`config.mk`:
```
export PLATFORM = sky130hd
export DESIGN_NAME = line_input_editor
export DESIGN_NICKNAME = d
export VERILOG_FILES = /design/src/lie_pkg.sv /design/src/line_input_editor.sv /design/src/lie_front.sv /design/src/lie_queue.sv /design/src/lie_back.sv
export SDC_FILE = /design/constraint.sdc
export NUM_CORES = 1
export LEC_CHECK = 0
export BUFFER_PORTS_ARGS = -buffer_cell sky130_fd_sc_hd__buf_2
export CAP_MARGIN = 10
export CORE_MARGIN = 1
export CORE_UTILIZATION = 65
export CTS_CLUSTER_DIAMETER = 30
export DETAILED_ROUTE_END_ITERATION = 10
export PLACE_DENSITY = 0.89
export SKIP_CTS_REPAIR_TIMING = 1
export SYNTH_ARGS = -nofsm -noshare
export SYNTH_HDL_FRONTEND = slang
export SYNTH_SLANG_ARGS = --single-unit
```
`constraint.sdc`:
```
create_clock -name aclk -period 10.85 [get_ports aclk]
set_clock_uncertainty 0.2 [all_clocks]
set_input_delay 0.5425 -clock aclk [delete_from_list [all_inputs] [get_ports aclk]]
set_output_delay 0.5425 -clock aclk [all_outputs]
set_load 0.02 [all_outputs]
```
`src/lie_pkg.sv`:
```
// shared types, codes and constants of the line input editor
// no dependencies; imported by every module of the block
package lie_pkg;

    // action codes of an input item
    localparam logic [1:0] ACT_START = 2'd0;
    localparam logic [1:0] ACT_CHAR  = 2'd1;
    localparam logic [1:0] ACT_FAIL  = 2'd2;

    // result kinds
    localparam logic [1:0] KIND_STORE = 2'd0;
    localparam logic [1:0] KIND_ECHO  = 2'd1;
    localparam logic [1:0] KIND_DONE  = 2'd2;
    localparam logic [1:0] KIND_ABORT = 2'd3;

    // character codes
    localparam logic [7:0] CH_DEL  = 8'h7F;
    localparam logic [7:0] CH_KILL = 8'd21;
    localparam logic [7:0] CH_CR   = 8'd13;
    localparam logic [7:0] CH_LF   = 8'd10;
    localparam logic [7:0] CH_BELL = 8'd7;

    // configuration register indexes
    localparam logic [1:0] REG_MAX_INDEX = 2'd0;
    localparam logic [1:0] REG_MIN_CHAR  = 2'd1;
    localparam logic [1:0] REG_MAX_CHAR  = 2'd2;

    // configuration reset values
    localparam logic [7:0] RST_MAX_INDEX = 8'd255;
    localparam logic [7:0] RST_MIN_CHAR  = 8'd32;
    localparam logic [7:0] RST_MAX_CHAR  = 8'd126;

    // command codes passed from front to back
    localparam logic [2:0] OP_ABORT      = 3'd0;
    localparam logic [2:0] OP_ECHO       = 3'd1;
    localparam logic [2:0] OP_KILL       = 3'd2;
    localparam logic [2:0] OP_STORE_ECHO = 3'd3;
    localparam logic [2:0] OP_STORE_BELL = 3'd4;
    localparam logic [2:0] OP_RETURN     = 3'd5;

    // command queue geometry
    localparam int QUEUE_DEPTH = 4;
    localparam int QPTR_W      = $clog2(QUEUE_DEPTH);
    localparam int QCNT_W      = $clog2(QUEUE_DEPTH + 1);

    typedef struct packed {
        logic [2:0] op;
        logic [7:0] ch;
        logic [7:0] pos;
    } lie_cmd_t;

    typedef struct packed {
        logic full;
        logic empty;
    } lie_qstat_t;

endpackage

```
`src/line_input_editor.sv`:
```
// top level of the line input editor: front, command queue, back
// depends on lie_pkg, lie_front, lie_queue, lie_back
//
//  channel   direction  handshake            payload
//  s_*       in         s_valid / s_ready    action, char_code, vdu_pending
//  cfg_*     in         cfg_valid/cfg_ready  cfg_index, cfg_data
//  m_*       out        m_valid / m_ready    kind, position, byte_value, repeat_res, last
//
// an input transfer can be taken every cycle while the four-entry command queue has room
// each item gives zero to four results; the result channel moves one per cycle while m_ready is high,
// so the sustained item rate is set by the back end result expansion; the first result of an
// item passes through a queue slot, the current-command register and the output register
// reset: cursor zero, registers at defaults, queue and output empty
// a stalled result channel fills the queue, then drops s_ready; cfg_ready is always high
module line_input_editor import lie_pkg::*; (
    input  logic       aclk,
    input  logic       aresetn,
    // input item channel
    input  logic       s_valid,
    output logic       s_ready,
    input  logic [1:0] s_action,
    input  logic [7:0] s_char_code,
    input  logic       s_vdu_pending,
    // configuration write channel
    input  logic       cfg_valid,
    output logic       cfg_ready,
    input  logic [1:0] cfg_index,
    input  logic [7:0] cfg_data,
    // result channel
    output logic       m_valid,
    input  logic       m_ready,
    output logic [1:0] m_kind,
    output logic [7:0] m_position,
    output logic [7:0] m_byte_value,
    output logic [7:0] m_repeat_res,
    output logic       m_last
);

    // queue handshake between the two halves
    lie_qstat_t q_stat;
    lie_cmd_t   push_cmd;
    lie_cmd_t   head_cmd;
    logic       q_push;
    logic       q_pop;

    // front: classify the item, update cursor, queue a command
    lie_front u_front (
        .aclk          (aclk),
        .aresetn       (aresetn),
        .s_valid       (s_valid),
        .s_ready       (s_ready),
        .s_action      (s_action),
        .s_char_code   (s_char_code),
        .s_vdu_pending (s_vdu_pending),
        .cfg_valid     (cfg_valid),
        .cfg_ready     (cfg_ready),
        .cfg_index     (cfg_index),
        .cfg_data      (cfg_data),
        .q_stat        (q_stat),
        .q_push        (q_push),
        .q_cmd         (push_cmd)
    );

    // decoupling queue
    lie_queue u_queue (
        .aclk     (aclk),
        .aresetn  (aresetn),
        .push     (q_push),
        .push_cmd (push_cmd),
        .pop      (q_pop),
        .head_cmd (head_cmd),
        .stat     (q_stat)
    );

    // back: one result per cycle into the output register while the result channel is not stalled
    lie_back u_back (
        .aclk         (aclk),
        .aresetn      (aresetn),
        .q_stat       (q_stat),
        .q_head       (head_cmd),
        .q_pop        (q_pop),
        .m_valid      (m_valid),
        .m_ready      (m_ready),
        .m_kind       (m_kind),
        .m_position   (m_position),
        .m_byte_value (m_byte_value),
        .m_repeat_res (m_repeat_res),
        .m_last       (m_last)
    );

endmodule

```
`src/lie_front.sv`:
```
// front end: accepts input items and config writes, keeps the cursor,
// turns each item into at most one queued command; depends on lie_pkg
module lie_front import lie_pkg::*; (
    input  logic       aclk,
    input  logic       aresetn,
    input  logic       s_valid,
    output logic       s_ready,
    input  logic [1:0] s_action,
    input  logic [7:0] s_char_code,
    input  logic       s_vdu_pending,
    input  logic       cfg_valid,
    output logic       cfg_ready,
    input  logic [1:0] cfg_index,
    input  logic [7:0] cfg_data,
    input  lie_qstat_t q_stat,
    output logic       q_push,
    output lie_cmd_t   q_cmd
);

    logic [7:0] cursor_reg, cursor_next;
    logic [7:0] max_index_reg, min_char_reg, max_char_reg;
    logic       accept;
    logic       has_cmd;

    assign s_ready   = !q_stat.full;
    assign cfg_ready = 1'b1;
    assign accept    = s_valid && s_ready;
    assign q_push    = accept && has_cmd;

    always_comb begin
        cursor_next = cursor_reg;
        has_cmd     = 1'b0;
        q_cmd.op    = OP_ECHO;
        q_cmd.ch    = s_char_code;
        q_cmd.pos   = cursor_reg;
        case (s_action)
            ACT_START: begin
                cursor_next = '0;
            end
            ACT_FAIL: begin
                has_cmd  = 1'b1;
                q_cmd.op = OP_ABORT;
            end
            ACT_CHAR: begin
                if (s_vdu_pending) begin
                    has_cmd  = 1'b1;
                    q_cmd.op = OP_ECHO;
                end else if (s_char_code == CH_DEL) begin
                    if (cursor_reg != '0) begin
                        has_cmd     = 1'b1;
                        q_cmd.op    = OP_ECHO;
                        cursor_next = cursor_reg - 8'd1;
                    end
                end else if (s_char_code == CH_KILL) begin
                    if (cursor_reg != '0) begin
                        has_cmd     = 1'b1;
                        q_cmd.op    = OP_KILL;
                        cursor_next = '0;
                    end
                end else if (s_char_code == CH_CR) begin
                    has_cmd  = 1'b1;
                    q_cmd.op = OP_RETURN;
                end else if (cursor_reg >= max_index_reg) begin
                    has_cmd  = 1'b1;
                    q_cmd.op = OP_STORE_BELL;
                end else begin
                    has_cmd  = 1'b1;
                    q_cmd.op = OP_STORE_ECHO;
                    if (s_char_code >= min_char_reg && s_char_code <= max_char_reg) begin
                        cursor_next = cursor_reg + 8'd1;
                    end
                end
            end
            default: begin
                // meaningless action: dropped
                has_cmd = 1'b0;
            end
        endcase
    end

    always_ff @(posedge aclk) begin
        if (!aresetn) begin
            cursor_reg <= '0;
        end else if (accept) begin
            cursor_reg <= cursor_next;
        end
    end

    always_ff @(posedge aclk) begin
        if (!aresetn) begin
            max_index_reg <= RST_MAX_INDEX;
            min_char_reg  <= RST_MIN_CHAR;
            max_char_reg  <= RST_MAX_CHAR;
        end else if (cfg_valid && cfg_ready) begin
            case (cfg_index)
                REG_MAX_INDEX: max_index_reg <= cfg_data;
                REG_MIN_CHAR:  min_char_reg  <= cfg_data;
                REG_MAX_CHAR:  max_char_reg  <= cfg_data;
                default: begin
                    // unknown index: ignored
                end
            endcase
        end
    end

endmodule

```
`src/lie_queue.sv`:
```
// short command queue between front and back
// register file with head and tail pointers; depends on lie_pkg
module lie_queue import lie_pkg::*; (
    input  logic       aclk,
    input  logic       aresetn,
    input  logic       push,
    input  lie_cmd_t   push_cmd,
    input  logic       pop,
    output lie_cmd_t   head_cmd,
    output lie_qstat_t stat
);

    lie_cmd_t          slot_reg [QUEUE_DEPTH];
    logic [QPTR_W-1:0] wr_ptr_reg, rd_ptr_reg;
    logic [QCNT_W-1:0] count_reg;
    logic              do_push, do_pop;

    assign stat.full  = (count_reg == QCNT_W'(QUEUE_DEPTH));
    assign stat.empty = (count_reg == '0);
    assign do_push    = push && !stat.full;
    assign do_pop     = pop && !stat.empty;
    assign head_cmd   = slot_reg[rd_ptr_reg];

    always_ff @(posedge aclk) begin
        if (do_push) begin
            slot_reg[wr_ptr_reg] <= push_cmd;
        end
    end

    always_ff @(posedge aclk) begin
        if (!aresetn) begin
            wr_ptr_reg <= '0;
            rd_ptr_reg <= '0;
            count_reg  <= '0;
        end else begin
            if (do_push) begin
                wr_ptr_reg <= wr_ptr_reg + QPTR_W'(1);
            end
            if (do_pop) begin
                rd_ptr_reg <= rd_ptr_reg + QPTR_W'(1);
            end
            case ({do_push, do_pop})
                2'b10:   count_reg <= count_reg + QCNT_W'(1);
                2'b01:   count_reg <= count_reg - QCNT_W'(1);
                default: count_reg <= count_reg;
            endcase
        end
    end

endmodule

```
`src/lie_back.sv`:
```
// back end: expands queued commands into result items, one per cycle while the result channel is not stalled,
// through an output register; depends on lie_pkg
module lie_back import lie_pkg::*; (
    input  logic       aclk,
    input  logic       aresetn,
    input  lie_qstat_t q_stat,
    input  lie_cmd_t   q_head,
    output logic       q_pop,
    output logic       m_valid,
    input  logic       m_ready,
    output logic [1:0] m_kind,
    output logic [7:0] m_position,
    output logic [7:0] m_byte_value,
    output logic [7:0] m_repeat_res,
    output logic       m_last
);

    lie_cmd_t   cur_reg;
    logic       cur_valid_reg;
    logic [1:0] step_reg;

    logic       m_valid_reg;
    logic [1:0] kind_reg;
    logic [7:0] position_reg, byte_reg, repeat_reg;
    logic       last_reg;

    logic [1:0] res_kind;
    logic [7:0] res_pos, res_byte, res_rep;
    logic       res_last;
    logic       advance, finishing;

    assign advance   = cur_valid_reg && (!m_valid_reg || m_ready);
    assign finishing = advance && res_last;
    assign q_pop     = !q_stat.empty && (!cur_valid_reg || finishing);

    // result for the current command and step
    always_comb begin
        res_kind = KIND_ECHO;
        res_pos  = '0;
        res_byte = '0;
        res_rep  = 8'd1;
        res_last = 1'b1;
        case (cur_reg.op)
            OP_ABORT: begin
                res_kind = KIND_ABORT;
                res_rep  = '0;
            end
            OP_ECHO: begin
                res_byte = cur_reg.ch;
            end
            OP_KILL: begin
                res_byte = CH_DEL;
                res_rep  = cur_reg.pos;
            end
            OP_STORE_ECHO, OP_STORE_BELL: begin
                if (step_reg == 2'd0) begin
                    res_kind = KIND_STORE;
                    res_pos  = cur_reg.pos;
                    res_byte = cur_reg.ch;
                    res_rep  = '0;
                    res_last = 1'b0;
                end else begin
                    res_byte = (cur_reg.op == OP_STORE_BELL) ? CH_BELL : cur_reg.ch;
                end
            end
            OP_RETURN: begin
                case (step_reg)
                    2'd0: begin
                        res_kind = KIND_STORE;
                        res_pos  = cur_reg.pos;
                        res_byte = CH_CR;
                        res_rep  = '0;
                        res_last = 1'b0;
                    end
                    2'd1: begin
                        res_byte = CH_CR;
                        res_last = 1'b0;
                    end
                    2'd2: begin
                        res_byte = CH_LF;
                        res_last = 1'b0;
                    end
                    default: begin
                        res_kind = KIND_DONE;
                        res_pos  = cur_reg.pos;
                        res_rep  = '0;
                    end
                endcase
            end
            default: begin
                res_kind = KIND_ABORT;
                res_rep  = '0;
            end
        endcase
    end

    always_ff @(posedge aclk) begin
        if (!aresetn) begin
            cur_valid_reg <= 1'b0;
            step_reg      <= '0;
        end else if (q_pop) begin
            cur_valid_reg <= 1'b1;
            step_reg      <= '0;
        end else if (finishing) begin
            cur_valid_reg <= 1'b0;
        end else if (advance) begin
            step_reg <= step_reg + 2'd1;
        end
    end

    always_ff @(posedge aclk) begin
        if (q_pop) begin
            cur_reg <= q_head;
        end
    end

    always_ff @(posedge aclk) begin
        if (!aresetn) begin
            m_valid_reg <= 1'b0;
        end else if (advance) begin
            m_valid_reg <= 1'b1;
        end else if (m_ready) begin
            m_valid_reg <= 1'b0;
        end
    end

    always_ff @(posedge aclk) begin
        if (advance) begin
            kind_reg     <= res_kind;
            position_reg <= res_pos;
            byte_reg     <= res_byte;
            repeat_reg   <= res_rep;
            last_reg     <= res_last;
        end
    end

    assign m_valid      = m_valid_reg;
    assign m_kind       = kind_reg;
    assign m_position   = position_reg;
    assign m_byte_value = byte_reg;
    assign m_repeat_res = repeat_reg;
    assign m_last       = last_reg;

endmodule

```
==> impl_metrics.toml <==
[outcome]
status = "completed"

[cells_and_area]
largest_reg_flops = 76
fin_util_pct = 76.6
syn_to_final_growth_pct = 13.2
drive_above_1_share_pct = 20.2
layout_common_cells = "edfxtp_1, buf_2, nand2_1, dfxtp_1"
num_antenna_cells = 0
fin_nets = 683
fin_cells = 769
layout_commonest_cell = "edfxtp_1"

[logic_synthesis]
synthDistinctLibCells = 63
synth_fp_nets = 629
synth-simple-area-share_pct = 11.5
synth_edf_count = 122
syn_area_um2 = 7460
synth-warning-count = 0
ys_ff_latch = 165
yosys.area_share.xor_xnor_pct = 0.704
synth_compound_gate_area_share_pct = 8.82
synth_area_per_cell_um2 = 13.3
synthCells = 563
synthFlopType = "edfxtp_1"
synth.area.mux_share_pct = 8.28
synth_top_family_by_area = "simple AND/OR/NAND/NOR gates"
synthAdderAreaFrac_pct = 6.81
async_reset_ff_share_pct = 0
ys_seq_area_share_pct = 60.6

[timing]
maxSlewViolCount = 0
worst_pin_slew_ps = 999
fin_crit_sh_pct = 38.5
fmax_ghz = 0.239
rsz0062_at_grt = "no"
setup-violations-final = 0
hold_viol = 0
maxSlewHeadroom_pct = 33.3
period_needed_ps = 4180
fin_tns_setup_ps = 0

[flow_run]
cap_violations = 0

[clocking]
clockBufferDepth = 2
cts_tree = "done"
h-tree-depth = 4
clock_sinks = 165
cts_inserted_buffers = 17
cts_root_buf = "clkbuf_16"
worst_skew_pair.late_latency_ps = 420
clk_pin_slew_worst_paths_ps = 60

[drt]
drt_iter0_markers = 320
routedWlPerCell_um = 18.9
via_per_inst = 6.17
vias = 4744
firstDrtPassIters = 5
ant_nets = 0
drc_errors = 0
postRouteWirelength_um = 14500

[hold_path]
hold_path.class = "in2reg"

[floorplan]
fp.dieArea_um2 = 11900
ios = 56
start_util_pct = 67.6
rows = 38
die_y_um = 109
die_w_um = 109
core_um2 = 11000

[placement]
port_buffers = 54
post-dp-hpwl_um = 9760
gp_congestion = 0.881
dp.cells = 737

[critical_path]
path_cells = "inv_1 -> ha_1 -> nor2b_1 -> o21a_1 -> o31ai_1 -> o31a_1 -> ha_1 -> inv_1 -> fa_1 -> xor2_1 -> or3_1 -> a21boi_0"
max_stage_delay_ps = 870
critPathLaunchType = "register"
endpoint_kind = "register"
critPathSlowestCell = "o31a_1"
crit_type = "reg2reg"
path_max_fanout = 22
arrival_ps = 4320
critPathTopFamily = "compound AO/OA/AOI/OAI gates"
crit_buf_inv = 2
cp.required_ps = 10990

[global_routing]
grt_pass1_vias = 4699
grt_overflow_total = 0
grt.total_usage_pct = 26.8
grt_max_degree = 47
grt_pass1_wl_um = 23100
antenna_found_initial = 0

[power_and_ir_drop]
ir_drop_mv = 0.148
power_density_nw_per_um2 = 227
p_leak_nw = 3.25
stage by stage:
| step | power, mW | instance area, um2 | setup slack [ps] | hold WS (ps) |
|---|---|---|---|---|
| final | 1.92 | 8450 | 6670 | 199 |
| after global routing | 2.01 | 8450 | 6350 | 193 |
| after CTS | 1.92 | 8430 | 6650 | 187 |
| after detailed placement | 1.31 | 7830 | 6700 | 276 |
| after global placement | 1.30 | 7830 | 6910 | 261 |
| after floorplan | 1.19 | 7460 | 7160 | 244 |
report_power, final:
| part | internal (mW) | total [mW] | leakage (nW) | switching, mW |
|---|---|---|---|---|
| combinational | 0.173 | 0.427 | 1.43 | 0.255 |
| sequential | 0.821 | 0.880 | 1.53 | 0.0597 |
| clock | 0.364 | 0.609 | 0.295 | 0.244 |
final timing paths:
path / start / end / slack [ps] / cells past startpoint
worst min-delay path: cfg_data[4] / u_front.max_index_reg[4] / 200 / 3
worst max register to register: u_back.step_reg[0] / u_queue.count_reg[2] / 6670 / 12
worst max-delay path: u_back.step_reg[0] / u_queue.count_reg[2] / 6670 / 12
worst min register to register: u_front.max_char_reg[7] / u_front.max_char_reg[7] / 280 / 2
layout make-up:
class / count / area, um2
clock inverters: 14 / 178
inverters: 39 / 146
multi-input cells: 337 / 2700
repair buffers: 57 / 300
clock buffers: 17 / 425
well taps: 140 / 175
flip-flops and latches: 165 / 4520
fillers: 639 / 2580
cells in the mapped netlist (3+ instances only):
cell type	n	area, um2
nand4b_1	3	26.3
edfxtp_1	122	3660
nand2b_1	5	31.3
o21a_1	5	37.5
a21o_1	3	22.5
a31oi_1	4	25.0
o21ai_0	13	65.1
nor2_1	15	56.3
nand4_1	8	50.1
ha_1	39	488
o21bai_1	3	22.5
a21oi_1	19	95.1
or2_2	3	18.8
dfxtp_1	43	861
a21boi_0	4	30.0
mux2i_1	19	190
nand3_1	11	55.1
and2_2	4	30.0
o221ai_1	3	26.3
nand3b_1	3	22.5
inv_1	39	146
clkbuf_1	18	67.6
and2_1	21	131
nor3_1	6	30.0
o211ai_1	15	113
nand2_1	49	184
mux4_2	19	428
nor2b_1	18	113
or3_1	3	18.8
xnor2_1	4	35.0
per-layer routing:
metal	up-vias	global-route usage, %	share of wire [%]
met5	-	0	0
met4	0	13.6	2.8
met3	45	5.26	6.0
met2	205	46.7	52
met1	2289	31.5	39
li1	2205	-	-
cell families after synthesis:
group,count (synthesis)
DFF,165
and+or+nand+nor,160
AOI/OAI and AO/OA,92
buffers and inverters,61
adders and majority gates,40
muxes,38
xor gates and xnor gates,6
other,1
tightest hold or removal path, cell delays in order:
cell and delay [ps]:
buf_2 110, nand2_1 50, o211ai_1 80
(Power assumes the default switching activity.)
